**src/design/mma_pkg.sv**
```systemverilog
package mma_pkg;

    localparam int unsigned BYTE_W = 8;
    localparam int unsigned TIME_W = 32;
    localparam int unsigned LEN_W  = 2;

    localparam logic [BYTE_W-1:0] BYTE_FF      = 8'hFF;
    localparam logic [BYTE_W-1:0] NOTE_OFF_MSK = 8'h8F;
    localparam logic [3:0]        NOTE_ON_HI   = 4'h9;

    localparam logic [LEN_W-1:0] LEN_NONE = 2'd0;
    localparam logic [LEN_W-1:0] LEN_ONE  = 2'd1;
    localparam logic [LEN_W-1:0] LEN_TWO  = 2'd2;
    localparam logic [LEN_W-1:0] LEN_THREE = 2'd3;

    // configuration register indexes
    localparam logic CFG_DROP_FF     = 1'b0;
    localparam logic CFG_TIME_ORIGIN = 1'b1;

    typedef struct packed {
        logic [TIME_W-1:0] event_ms;
        logic [LEN_W-1:0]  msg_length;
        logic [BYTE_W-1:0] msg_data2;
        logic [BYTE_W-1:0] msg_data1;
        logic [BYTE_W-1:0] msg_status;
    } t_msg;

    // message length for a status byte (bit 7 assumed set)
    function automatic logic [LEN_W-1:0] f_msg_len(input logic [BYTE_W-1:0] s);
        logic [LEN_W-1:0] len;
        case (s[6:4])
            3'd4, 3'd5: len = LEN_TWO;
            3'd7: begin
                case (s[3:0])
                    4'h0:       len = LEN_NONE;
                    4'h1, 4'h3: len = LEN_TWO;
                    4'h2:       len = LEN_THREE;
                    default:    len = LEN_ONE;
                endcase
            end
            default: len = LEN_THREE;
        endcase
        return len;
    endfunction

endpackage

```
**src/design/midi_message_assembler.sv**
```systemverilog
// MIDI message assembler: takes one raw MIDI byte per transfer with its arrival time
// and emits complete messages (status, up to two data bytes, length, time since the
// configured origin), following running status. A byte is taken every clock cycle
// when the output is not stalled; each byte passes an input register, combinational
// parsing logic and an output register, and a message is offered on the output from
// the output register. Config writes (drop of 0xFF bytes, time
// origin) take effect at once and are meant to happen while no bytes are in flight.
module midi_message_assembler
    import mma_pkg::*;
(
    input  logic        i_clk,
    input  logic        i_rst_n,
    input  logic        i_cfg_we,
    input  logic        i_cfg_idx,
    input  logic [31:0] i_cfg_wdata,
    input  logic        s_axis_tvalid,
    output logic        s_axis_tready,
    input  logic [39:0] s_axis_tdata,  // data_byte[7:0], arrival_ms[39:8]
    output logic        m_axis_tvalid,
    input  logic        m_axis_tready,
    output logic [63:0] m_axis_tdata   // msg_status[7:0], msg_data1[15:8],
                                       // msg_data2[23:16], msg_length[25:24],
                                       // event_ms[57:26], zeros above
);

    logic              r_drop_ff;
    logic [TIME_W-1:0] r_origin;
    logic              r_in_valid;
    logic [BYTE_W-1:0] r_in_byte;
    logic [TIME_W-1:0] r_in_time;

    logic out_free;
    logic step;
    logic res_valid;
    t_msg res;

    always_ff @(posedge i_clk) begin
        if (!i_rst_n) begin
            r_drop_ff <= 1'b1;
            r_origin  <= '0;
        end else if (i_cfg_we) begin
            case (i_cfg_idx)
                CFG_DROP_FF:     r_drop_ff <= i_cfg_wdata[0];
                CFG_TIME_ORIGIN: r_origin  <= i_cfg_wdata[TIME_W-1:0];
                default: ;
            endcase
        end
    end

    assign step          = r_in_valid && out_free;
    assign s_axis_tready = !r_in_valid || out_free;

    always_ff @(posedge i_clk) begin
        if (!i_rst_n) begin
            r_in_valid <= 1'b0;
        end else if (s_axis_tready) begin
            r_in_valid <= s_axis_tvalid;
        end
    end

    always_ff @(posedge i_clk) begin
        if (s_axis_tready && s_axis_tvalid) begin
            r_in_byte <= s_axis_tdata[BYTE_W-1:0];
            r_in_time <= s_axis_tdata[BYTE_W +: TIME_W];
        end
    end

    mma_parser u_parser (
        .i_clk       (i_clk),
        .i_rst_n     (i_rst_n),
        .i_step      (step),
        .i_byte      (r_in_byte),
        .i_time      (r_in_time),
        .i_drop_ff   (r_drop_ff),
        .i_origin    (r_origin),
        .o_res_valid (res_valid),
        .o_res       (res)
    );

    mma_out_stage u_out (
        .i_clk         (i_clk),
        .i_rst_n       (i_rst_n),
        .i_res_valid   (res_valid),
        .i_res         (res),
        .o_free        (out_free),
        .m_axis_tvalid (m_axis_tvalid),
        .m_axis_tready (m_axis_tready),
        .m_axis_tdata  (m_axis_tdata)
    );

endmodule

```
**src/design/mma_parser.sv**
```systemverilog
module mma_parser
    import mma_pkg::*;
(
    input  logic              i_clk,
    input  logic              i_rst_n,
    input  logic              i_step,
    input  logic [BYTE_W-1:0] i_byte,
    input  logic [TIME_W-1:0] i_time,
    input  logic              i_drop_ff,
    input  logic [TIME_W-1:0] i_origin,
    output logic              o_res_valid,
    output t_msg              o_res
);

    logic [BYTE_W-1:0] r_running, n_running;
    logic              r_status_vld, n_status_vld;
    logic [LEN_W-1:0]  r_collected, n_collected;
    logic [LEN_W-1:0]  r_needed, n_needed;
    logic [BYTE_W-1:0] r_first, n_first;
    logic [TIME_W-1:0] r_msg_time, n_msg_time;

    logic              emit;
    logic [BYTE_W-1:0] emit_d1;
    logic [BYTE_W-1:0] emit_d2;
    logic [LEN_W-1:0]  emit_len;
    logic [LEN_W-1:0]  len_new;
    logic [LEN_W-1:0]  len_run;

    assign len_new = f_msg_len(i_byte);
    assign len_run = f_msg_len(r_running);

    always_comb begin
        n_running    = r_running;
        n_status_vld = r_status_vld;
        n_collected  = r_collected;
        n_needed     = r_needed;
        n_first      = r_first;
        n_msg_time   = r_msg_time;
        emit         = 1'b0;
        emit_d1      = '0;
        emit_d2      = '0;
        emit_len     = LEN_ONE;
        if (!(i_drop_ff && i_byte == BYTE_FF)) begin
            if (r_collected != LEN_NONE) begin
                // open message: any byte fills the next slot
                if (r_collected == LEN_ONE) begin
                    n_first = i_byte;
                    if (r_needed <= LEN_TWO) begin
                        emit        = 1'b1;
                        emit_d1     = i_byte;
                        emit_len    = LEN_TWO;
                        n_collected = LEN_NONE;
                    end else begin
                        n_collected = LEN_TWO;
                    end
                end else begin
                    emit        = 1'b1;
                    emit_d1     = r_first;
                    emit_d2     = i_byte;
                    emit_len    = LEN_THREE;
                    n_collected = LEN_NONE;
                end
            end else if (i_byte[BYTE_W-1]) begin
                n_running    = i_byte;
                n_status_vld = 1'b1;
                n_msg_time   = i_time;
                if (len_new == LEN_ONE) begin
                    emit = 1'b1;
                end else if (len_new != LEN_NONE) begin
                    n_needed    = len_new;
                    n_collected = LEN_ONE;
                end
            end else if (r_status_vld) begin
                // running status reuse
                n_msg_time = i_time;
                case (len_run)
                    LEN_ONE: emit = 1'b1;
                    LEN_TWO: begin
                        emit     = 1'b1;
                        emit_d1  = i_byte;
                        emit_len = LEN_TWO;
                    end
                    LEN_THREE: begin
                        n_first     = i_byte;
                        n_needed    = LEN_THREE;
                        n_collected = LEN_TWO;
                    end
                    default: ;
                endcase
            end
        end
    end

    always_comb begin
        o_res_valid = i_step && emit;
        o_res.msg_status = n_running;
        if (emit_len == LEN_THREE && n_running[7:4] == NOTE_ON_HI && emit_d2 == '0) begin
            o_res.msg_status = n_running & NOTE_OFF_MSK;
        end
        o_res.msg_data1  = emit_d1;
        o_res.msg_data2  = emit_d2;
        o_res.msg_length = emit_len;
        o_res.event_ms   = n_msg_time - i_origin;
    end

    always_ff @(posedge i_clk) begin
        if (!i_rst_n) begin
            r_running    <= '0;
            r_status_vld <= 1'b0;
            r_collected  <= LEN_NONE;
            r_needed     <= LEN_NONE;
            r_first      <= '0;
            r_msg_time   <= '0;
        end else if (i_step) begin
            r_running    <= n_running;
            r_status_vld <= n_status_vld;
            r_collected  <= n_collected;
            r_needed     <= n_needed;
            r_first      <= n_first;
            r_msg_time   <= n_msg_time;
        end
    end

endmodule

```
**src/design/mma_out_stage.sv**
```systemverilog
module mma_out_stage
    import mma_pkg::*;
(
    input  logic        i_clk,
    input  logic        i_rst_n,
    input  logic        i_res_valid,
    input  t_msg        i_res,
    output logic        o_free,
    output logic        m_axis_tvalid,
    input  logic        m_axis_tready,
    output logic [63:0] m_axis_tdata
);

    logic r_valid;
    t_msg r_msg;

    // slot can take a new result this cycle
    assign o_free = !r_valid || m_axis_tready;

    always_ff @(posedge i_clk) begin
        if (!i_rst_n) begin
            r_valid <= 1'b0;
        end else if (o_free) begin
            r_valid <= i_res_valid;
        end
    end

    always_ff @(posedge i_clk) begin
        if (o_free && i_res_valid) begin
            r_msg <= i_res;
        end
    end

    assign m_axis_tvalid = r_valid;
    assign m_axis_tdata  = {{(64 - $bits(t_msg)){1'b0}}, r_msg};

endmodule
```
**config.mk**
```make
export PLATFORM = sky130hd
export DESIGN_NAME = midi_message_assembler
export DESIGN_NICKNAME = d
export VERILOG_FILES = /design/src/design/mma_pkg.sv /design/src/design/midi_message_assembler.sv /design/src/design/mma_parser.sv /design/src/design/mma_out_stage.sv
export SDC_FILE = /design/constraint.sdc
export NUM_CORES = 1
export LEC_CHECK = 0
export ABC_CLOCK_PERIOD_IN_PS = 8450
export BUFFER_PORTS_ARGS = -buffer_cell sky130_fd_sc_hd__buf_2
export CORE_MARGIN = 3
export CORE_UTILIZATION = 61
export CTS_CLUSTER_DIAMETER = 60
export CTS_CLUSTER_SIZE = 28
export DETAILED_ROUTE_END_ITERATION = 10
export GPL_ROUTABILITY_DRIVEN = 0
export GPL_TIMING_DRIVEN = 0
export PLACE_DENSITY = 0.85
export SLEW_MARGIN = 30
export SYNTH_ARGS = -nofsm -noshare
export SYNTH_HDL_FRONTEND = slang
export SYNTH_SLANG_ARGS = --single-unit
export TNS_END_PERCENT = 20
```
**constraint.sdc**
```tcl
create_clock -name i_clk -period 8.45 [get_ports i_clk]
set_clock_uncertainty 0.2 [all_clocks]
set_input_delay 0 -clock i_clk [delete_from_list [all_inputs] [get_ports i_clk]]
set_output_delay 0 -clock i_clk [all_outputs]
set_load 0.005 [all_outputs]
```
**Word-level counts from Yosys, hierarchy flattened**

Index checks and enable logic that the tools add are counted.
W data, S select, Z words.

- Word-level logic and storage cells: 135
- Output and inout port bits: 66
- Register bits after elaboration: 186
- Bits of input ports: 78

- Reduce and logical (&&, ||, !) cells: 33
- Multiplexer cells: 53
- Bitwise operators: 3
- Magnitude comparators: 1
- Add/subtract/negate cells: 1
- Equal/unequal tests: 26

Operators by type and width:

| operator | number |
|---|---|
| $mux W32 | 4 |
| $mux W8 | 16 |
| $mux W2 | 20 |
| $sub A32 B32 Y32 | 1 |
| $eq A3 B3 Y1 const B | 6 |
| $eq A4 B2 Y1 const B | 4 |
| $pmux W2 S3 | 2 |
| $reduce_and A6 Y1 | 2 |
| $reduce_bool A2 Y1 | 6 |
| $reduce_or A2 Y1 | 5 |
| $eq A4 B1 Y1 const B | 2 |
| $eq A8 B8 Y1 const B | 1 |
| $logic_not A4 Y1 | 2 |
| $logic_not A8 Y1 | 1 |
| $mux W1 | 8 |
| $pmux W2 S2 | 2 |
| $logic_and A1 B1 Y1 | 7 |
| $mux W7 | 1 |
| $reduce_and A7 Y1 | 1 |
| $eq A2 B1 Y1 const B | 3 |
| $eq A2 B2 Y1 const B | 3 |
| $reduce_bool A3 Y1 | 2 |
| $eq A4 B4 Y1 const B | 1 |
| $ne A2 B1 Y1 const B | 2 |
| other kinds (9) | 15 |

**Longest topological paths before layout**

Gate-level depths: netlist of run 1.

- Word-level depth: 13
- Depth in mapped cells: 19
- Gate-level depth less buffers: 16

**By module**

A second synthesis of run 1 with hierarchy kept.

- Cells, all modules: 892
- Area total of the unflattened synthesis: 9242.6 um^2

By module, submodules not included:

| module | cells each | area an instance (um^2) | sequential area each (um^2) | instances |
|---|---|---|---|---|
| mma_parser | 624 | 4709.5 | 1061.0 | 1 |
| midi_message_assembler | 198 | 2685.1 | 1881.8 | 1 |
| mma_out_stage | 70 | 1848.0 | 1761.7 | 1 |

**Least setup slack after synthesis of run 1**

OpenSTA, ideal clock, no wires.

- Kind: reg2reg
- Start point: register r_in_byte[0]
- End point: register u_out.r_msg, in the netlist u_out.m_axis_tdata[0], enable pin
- Slack: 3.371 ns
- Required time: 7.739 ns
- Setup time: 0.511 ns
- Buffers on the path: 1
- Data arrival time: 4.368 ns
- Period minus slack after synthesis: 5.079 ns
- Stages on the path, launching flop included: 7
- Cell sequence: edfxtp_1 > buf_2 > nand2b_1 > nand3_1 > a21boi_0 > or3_1 > a31oi_1

- Word-level cells in the longest chain between the ends: 11
- Elaborated cells between the ends (all ways): 16
- Those cells by class: 5 x eq/ne; 6 x mux; 5 x reduce/logical

Ends and longest elaborated chain:

| item | RTL line | text |
|---|---|---|
| start: declaration | midi_message_assembler.sv:29 | `logic [BYTE_W-1:0] r_in_byte;` |
| start signal: assignment | midi_message_assembler.sv:63 | `r_in_byte <= s_axis_tdata[BYTE_W-1:0];` |
| $eq A4 B1 Y1 or $eq A4 B2 Y1 (tied branches) | mma_pkg.sv:34 | `case (s[3:0])` |
| $reduce_or A2 Y1 | mma_pkg.sv:34 |  |
| $pmux W2 S3 | mma_pkg.sv:34 |  |
| $pmux W2 S2 | mma_pkg.sv:31 | `case (s[6:4])` |
| $eq A2 B1 Y1 | mma_parser.sv:67 | `if (len_new == LEN_ONE) begin` |
| $mux W1 | mma_parser.sv:67 |  |
| $mux W1 | mma_parser.sv:63 | `end else if (i_byte[BYTE_W-1]) begin` |
| $mux W1 | mma_parser.sv:44 | `if (r_collected != LEN_NONE) begin` |
| $mux W1 * | mma_parser.sv:43 | `if (!(i_drop_ff && i_byte == BYTE_FF)) begin` |
| $logic_and A1 B1 Y1 * | mma_parser.sv:95 | `o_res_valid = i_step && emit;` |
| $logic_and A1 B1 Y1 * | mma_out_stage.sv:29 | `if (o_free && i_res_valid) begin` |
| end signal: assignment | mma_out_stage.sv:30 | `r_msg <= i_res;` |
| end: declaration | mma_out_stage.sv:15 | `t_msg r_msg;` |

Mark *: on every way between the ends. The rest lies on a longest branch, timed or not.
A chain may end at the register's enable or synchronous reset.

==> flow_metrics.py, run 1 <==
metrics = {
    "outcome": {
        "outcome": "finished clean",
    },
    "timing": {
        "hold_viol": 0,
        "slew_headroom_pct": 36.9,
        "hold_slack_ps": 61.5,
        "setup_viol": 0,
        "drv_slew": 0,
        "min_period_ps": 5090,
        "worst_pin_slew_ps": 939,
        "fmax_mhz": 197,
        "layout_setup_ws_ps": 3360,
        "period_share_pct": 60.2,
        "setup_tns_ps": 0,
        "rsz0062_at_grt": "false",
    },
    "synth": {
        "synth_seq_cells": 186,
        "yosys_warnings": 0,
        "syn_avg_cell_area_um2": 10.2,
        "synth_area_um2": 8740,
        "yosysUniqueCellTypes": 68,
        "synth_edf_count": 98,
        "yosysSeqAreaShare_pct": 53.8,
        "syn_inst": 860,
        "synthFlopType": "edfxtp_1",
        "ys_async_sr_fraction_pct": 0,
    },
    "floorplan": {
        "num_io_pins": 144,
        "die-area_um2": 15800,
        "die_w_um": 126,
        "core-area_um2": 13900,
        "start_util_pct": 62.7,
        "rows": 43,
        "dieHeight_um": 126,
    },
    "clock_network": {
        "insertion_delay_ps": 440,
        "cts_buffers": 17,
        "htree_levels": 4,
        "clkSinkCount": 186,
        "cts_tree": "yes",
        "clockBufferDepth": 2,
        "cts-root-buf": "clkbuf_16",
        "path_clk_slew_ps": 70,
        "cts_resized": 0,
    },
    "worst_setup_path": {
        "start_kind": "flop",
        "worst_setup_path_end_kind": "flop",
        "max_stage_delay_ps": 550,
        "path_cells": "nand3_1, nor3_2, or3_1, buf_2, buf_2, mux2i_1, ha_1, inv_1, fa_1, a21oi_2, nor2b_1, a311o_1, o21a_4, a211oi_4, nor2_1, a21oi_2, a41o_1, xnor2_1",
        "crit_slowest_cell": "nor3_2",
        "ff2ff_path_depth": 18,
        "path_max_fanout": 10,
        "crit_arrival_ps": 5120,
        "path_class": "reg -> reg",
        "crit_required_ps": 8490,
        "r2r-end": "u_out.m_axis_tdata[56]",
        "crit-reg2reg-launch": "r_in_byte[6]",
        "r2r_slack_ps": 3360,
    },
    "global_routing": {
        "grt_pass1_wl_um": 36500,
        "grt_antenna_before_repair": 0,
        "grt_start_max_net_pins": 19,
        "grt_pass1_vias": 7339,
        "grt.overflow.total": 0,
        "grt.total_usage_pct": 29.1,
    },
    "drt": {
        "post_drt_wl_per_cell_um": 17.3,
        "drc_errors": 0,
        "ant_nets": 0,
        "wirelength_um": 22500,
        "drt-initial-drc-count": 658,
        "drtPass1Iterations": 6,
        "via_per_inst": 5.61,
        "vias": 7290,
    },
    "final_layout": {
        "design_area_um2": 11200,
        "drive_gt1_share_pct": 22.9,
        "area_growth_pct": 27.9,
        "multiInputGateArea_um2": 3650,
        "nFillCells": 857,
        "seq_area_um2": 4700,
        "num_antenna_cells": 0,
        "final_nets": 1218,
    },
    "worst_hold_path": {
        "min_from": "s_axis_tdata[35]",
        "holdPathEnd": "r_in_time[27]",
        "hold_path.class": "in -> reg",
        "min_path_cells": 2,
    },
    "power_and_ir_drop": {
        "power_density_nw_per_um2": 208,
        "power_mw": 2.32,
        "irDropWorstVdd_mv": 0.159,
        "leakage_nw": 4.51,
    },
    "flow_run": {
        "cap_viol_max_count": 0,
    },
    "placement": {
        "portBuffers": 137,
        "dpl_cell_area_um2": 9780,
        "dp.final_hpwl_um": 14500,
        "pre_cts_slack_ps": 3470,
    },
}
registers in the layout, summed over array words and instances, names as in the netlist:
| name | flops |
|---|---|
| r_in_time | 32 |
| u_out.m_axis_tdata | 58 |
| u_parser.r_status_vld | 1 |
| r_drop_ff | 1 |
| u_parser.r_running | 8 |
| u_parser.r_needed | 2 |
| r_in_byte | 8 |
| u_out.m_axis_tvalid | 1 |
| u_parser.r_msg_time | 32 |
| u_parser.r_first | 8 |
| r_origin | 32 |
| u_parser.r_collected | 2 |
| r_in_valid | 1 |
per-stage QoR:
stage / util, % / std cells
after floorplan: - / 865
after CTS: 80.2 / 1299
final: 80.2 / 1299
after global routing: 80.2 / 1299
after global placement: 69.4 / 1182
after detailed placement: 70.2 / 1187
Yosys cell counts, types with 9 or more instances:
library cell	instances	area share, %
a21oi_1	97	5.6
buf_2	9	0.52
nand3_1	12	0.69
and2_1	9	0.64
o21ai_0	25	1.4
mux2i_1	14	1.6
nand2_1	165	7.1
xor2_1	11	1.1
mux2_2	33	4.3
ha_1	33	4.7
a21o_1	12	1.0
inv_1	52	2.2
nor2_1	41	1.8
clkbuf_1	23	0.99
dfxtp_1	88	20
edfxtp_1	98	34
xnor2_1	18	1.8
routing by layer:
metal | wire length (µm) | track usage (%) | share of wire (%) | up-vias
li1 | - | - | - | 3462
met1 | 9060 | 35.7 | 40 | 3452
met2 | 11500 | 50.8 | 51 | 312
met3 | 1300 | 5.68 | 5.8 | 64
met4 | 650 | 11.7 | 2.9 | 0
met5 | 0 | 0 | 0 | -
worst max-delay path by stage:
stage | from | end | slack (ps) | cells after the start
after global placement | r_in_byte[7] | u_out.m_axis_tdata[44] | 1740 | 4
after detailed placement | r_in_byte[6] | u_out.m_axis_tdata[48] | 3470 | 18
after CTS | r_in_byte[6] | u_out.m_axis_tdata[56] | 3430 | 18
after global routing | r_in_byte[6] | u_out.m_axis_tdata[56] | 3120 | 18
final | r_in_byte[6] | u_out.m_axis_tdata[56] | 3360 | 18
after floorplan | r_in_byte[0] | u_out.m_axis_tdata[0] | 3370 | 6
power by group:
| part | total (mW) | internal (mW) | switching [mW] |
|---|---|---|---|
| sequential | 1.03 | 1.01 | 0.0208 |
| clock | 0.812 | 0.469 | 0.343 |
| combinational | 0.481 | 0.216 | 0.265 |
| total | 2.32 | 1.69 | 0.629 |
worst max-delay path, delay by kind of cell (launching register included):
family | cells | cell delay, ps
adder cells (fa/ha/maj) | 2 | 590
multiplexers | 1 | 240
AO/OA/AOI/OAI | 6 | 1500
buffers and inverters | 3 | 550
flip-flops | 1 | 510
XOR/XNOR | 1 | 190
AND/OR/NAND/NOR | 5 | 1100
cells in the final DEF, fill, tap and decap left out, drive strengths merged, types with 3 or more instances in the layout:
cell,count
a211oi,5
a21boi,3
a21o,13
a21oi,102
a22o,6
a31oi,5
and2,9
and3,3
buf,163
bufinv,3
clkbuf,45
clkinv,3
conb,6
dfxtp,88
dlygate4sd3,80
edfxtp,98
ha,33
inv,57
mux2,33
mux2i,14
nand2,165
nand2b,8
nand3,12
nand4,4
nor2,44
nor2b,8
nor3,9
o21a,5
o21ai,27
o21bai,5
o31ai,3
or2,3
or3,5
xnor2,18
xor2,11
cells by family (layout without fill, tap and decap cells):
family | Yosys count | count (layout) | synth area share, %
XOR/XNOR | 29 | 29 | 2.91
other | 1 | 6 | 0.0429
multiplexers | 47 | 47 | 5.86
AND/OR/NAND/NOR | 276 | 276 | 13.8
adder cells (fa/ha/maj) | 34 | 34 | 4.95
AO/OA/AOI/OAI | 188 | 188 | 13.7
buffers and inverters | 99 | 353 | 4.97
flip-flops | 186 | 186 | 53.8
area by class of cell:
class | count | share of cell area (%)
tap | 180 | 2.01
inverter | 53 | 1.78
clock buffer | 20 | 3.91
timing repair buffer | 222 | 14.1
multi-input combinational | 580 | 32.6
sequential | 186 | 42.1
buffer | 46 | 2.10
clock inverter | 12 | 1.44
what timing repair did:
action / CTS / global route
buffers inserted: 0 / 0
hold buffers: 80 / 0
endpoints found under the hold margin: 97 / 0
setup endpoints to repair: 0 / 0
Power figures use the tool's default switching activity.
==> inputs of run 2 (changes only) <==
--- a/config.mk
+++ b/config.mk
@@ -5,16 +5,16 @@
 export SDC_FILE = /design/constraint.sdc
 export NUM_CORES = 1
 export LEC_CHECK = 0
-export ABC_CLOCK_PERIOD_IN_PS = 8450
+export ABC_CLOCK_PERIOD_IN_PS = 4600
 export BUFFER_PORTS_ARGS = -buffer_cell sky130_fd_sc_hd__buf_2
 export CORE_MARGIN = 3
-export CORE_UTILIZATION = 61
+export CORE_UTILIZATION = 51
 export CTS_CLUSTER_DIAMETER = 60
 export CTS_CLUSTER_SIZE = 28
 export DETAILED_ROUTE_END_ITERATION = 10
 export GPL_ROUTABILITY_DRIVEN = 0
 export GPL_TIMING_DRIVEN = 0
-export PLACE_DENSITY = 0.85
+export PLACE_DENSITY = 0.76
 export SLEW_MARGIN = 30
 export SYNTH_ARGS = -nofsm -noshare
 export SYNTH_HDL_FRONTEND = slang
==> constraint.sdc (replaced) <==
create_clock -name i_clk -period 4.6 [get_ports i_clk]
set_clock_uncertainty 0.2 [all_clocks]
set_input_delay 0 -clock i_clk [delete_from_list [all_inputs] [get_ports i_clk]]
set_output_delay 0 -clock i_clk [all_outputs]
set_load 0.005 [all_outputs]
==> run 2 against run 1 <==
Net effect:
- core utilization is 12 points lower
- worst hold slack worse by 1.9 ps
- setup slack worse by 3200 ps
- power is 88% higher
- first-iteration DRC count is 25% lower
- clock power is 98% higher
- die area is 19% higher
==> flow_metrics.py, run 2 (synthesis gave the netlist of run 1 again) <==
metrics = {
    "drt": {
        "ant_nets": 0,
        "vias": 6988,
        "via_per_inst": 5.18,
        "post_drt_wl_per_cell_um": 16.0,
        "drtPass1Iterations": 5,
        "drc_errors": 0,
        "drt-initial-drc-count": 495,
        "wirelength_um": 21600,
    },
    "global_routing": {
        "grt_antenna_before_repair": 0,
        "grt_pass1_wl_um": 33500,
        "grt_pass1_vias": 6855,
        "grt.total_usage_pct": 23.2,
        "grt.overflow.total": 0,
        "grt_start_max_net_pins": 18,
    },
    "worst_setup_path": {
        "crit_required_ps": 4580,
        "start_kind": "flop",
        "crit_path_frequent_cell": "a21oi_2",
        "ff2ff_path_depth": 19,
        "path_cells": "buf_2, nand4_1, nor3_4, or3_1, buf_4, buf_6, mux2i_1, ha_2, inv_1, fa_2, a21oi_2, nor2b_1, a311o_1, o21a_4, a211oi_4, nor2_1, a21oi_2, a41oi_1, xor2_1",
        "crit_arrival_ps": 4430,
        "crit_slowest_cell": "or3_1",
        "worst_setup_path_end_kind": "flop",
        "max_stage_delay_ps": 370,
        "r2r-end": "u_out.m_axis_tdata[54]",
        "path_max_fanout": 10,
        "crit-reg2reg-launch": "r_in_byte[1]",
        "r2r_slack_ps": 150,
        "path_class": "reg -> reg",
    },
    "final_layout": {
        "drive_gt1_share_pct": 24.2,
        "final_nets": 1227,
        "nFillCells": 1257,
        "layout_common_cells": "165 x nand2_1, 143 x buf_2, 98 x edfxtp_1",
        "largest_reg_flops": 58,
        "area_growth_pct": 30.6,
        "num_antenna_cells": 0,
        "final_common_cell": "nand2_1",
    },
    "clock_network": {
        "clockBufferDepth": 2,
        "clkSinkCount": 186,
        "cts_tree": "yes",
        "cts-root-buf": "clkbuf_16",
        "path_clk_slew_ps": 80,
        "insertion_delay_ps": 440,
        "htree_levels": 4,
        "cts_buffers": 17,
    },
    "worst_hold_path": {
        "holdPathEnd": "r_in_byte[3]",
        "min_from": "s_axis_tdata[3]",
        "min_path_cells": 2,
        "hold_path.class": "in -> reg",
    },
    "power_and_ir_drop": {
        "irDropWorstVdd_mv": 0.354,
        "power_density_nw_per_um2": 384,
        "leakage_nw": 4.61,
        "power_mw": 4.38,
    },
    "timing": {
        "hold_viol": 0,
        "period_share_pct": 96.7,
        "setup_viol": 0,
        "fmax_mhz": 225,
        "slew_headroom_pct": 54.8,
        "worst_pin_slew_ps": 675,
        "drv_slew": 0,
        "min_period_ps": 4450,
        "setup_tns_ps": 0,
    },
    "flow_run": {
        "cap_viol_max_count": 0,
    },
    "floorplan": {
        "rows": 47,
        "dieHeight_um": 137,
        "core-area_um2": 16700,
        "num_io_pins": 144,
        "die_w_um": 137,
        "die-area_um2": 18700,
        "start_util_pct": 52.3,
    },
    "outcome": {
        "outcome": "finished clean",
    },
    "placement": {
        "dp.final_hpwl_um": 14400,
        "portBuffers": 137,
    },
}
run 2: cell types whose count changed in the layout (fill, tap and decap cells not counted), moves of 2 or more:
| cell | previous run | this run |
|---|---|---|
| clkbuf_1 | 26 | 24 |
| buf_8 | 4 | 1 |
| buf_16 | 1 | 4 |
| buf_2 | 146 | 143 |
| buf_4 | 7 | 17 |
| inv_8 | 1 | 4 |
run 2: through the flow:
stage	hold slack, ps	worst slack, ps	instances	utilization (%)	cell area, µm²
after floorplan	-138	341	865	-	8760
after global placement	-23.9	-305	1222	58.2	9730
after detailed placement	-21.9	-290	1227	59.1	9870
after CTS	42.4	33.9	1342	67.9	11300
after global routing	58.2	-5.60	1348	68.3	11400
final	59.6	152	1348	68.3	11400
run 2: how the worst max path moves through the flow:
stage | slack (ps) | to | from
floorplan | 340 | u_out.m_axis_tdata[48] | r_in_byte[4]
global placement | -310 | u_out.m_axis_tdata[54] | r_in_byte[4]
detailed placement | -290 | u_out.m_axis_tdata[54] | r_in_byte[4]
CTS | 30 | u_out.m_axis_tdata[54] | r_in_byte[5]
global route | -6 | u_out.m_axis_tdata[54] | r_in_byte[1]
finish | 150 | u_out.m_axis_tdata[54] | r_in_byte[1]
run 2: repair_timing:
item                       4_1_cts  5_1_grt
resized for setup                2        9
buffers inserted                 3        6
hold buffers                    80        0
setup endpoints to repair       11       10
pin swaps                        1        5
hold endpoints to repair        84        0
run 2: metal layers:
| layer | vias up | global-route usage [%] | wire (µm) |
|---|---|---|---|
| met1 | 3260 | 29.5 | 9520 |
| li1 | 3483 | - | - |
| met2 | 215 | 39.3 | 10600 |
| met4 | 0 | 8.81 | 398 |
| met5 | - | 0 | 0 |
| met3 | 30 | 4.52 | 997 |
run 2: critical path: cells and delay by family (launching register included):
family	cells	cell delay (ps)
xor+xnor	1	180
compound gates	6	1390
simple gates	5	770
fa+ha+maj	2	550
flops	1	360
mux	1	150
buf+inv	4	580
run 2: area by class of cell:
class | instances | area (µm²) | area share, %
inverters | 53 | 199 | 1.74
clock inverters | 14 | 209 | 1.83
well taps | 220 | 275 | 2.41
repair buffers | 231 | 1680 | 14.7
clock buffers | 18 | 429 | 3.76
flip-flops and latches | 186 | 4700 | 41.2
multi-input cells | 580 | 3670 | 32.2
plain buffers | 46 | 246 | 2.16
run 2: where the power goes:
| part | switching (mW) | leakage (nW) | internal [mW] |
|---|---|---|---|
| combinational | 0.471 | 2.64 | 0.413 |
| sequential | 0.0351 | 1.66 | 1.85 |
| clock | 0.679 | 0.313 | 0.928 |
| total | 1.18 | 4.61 | 3.19 |
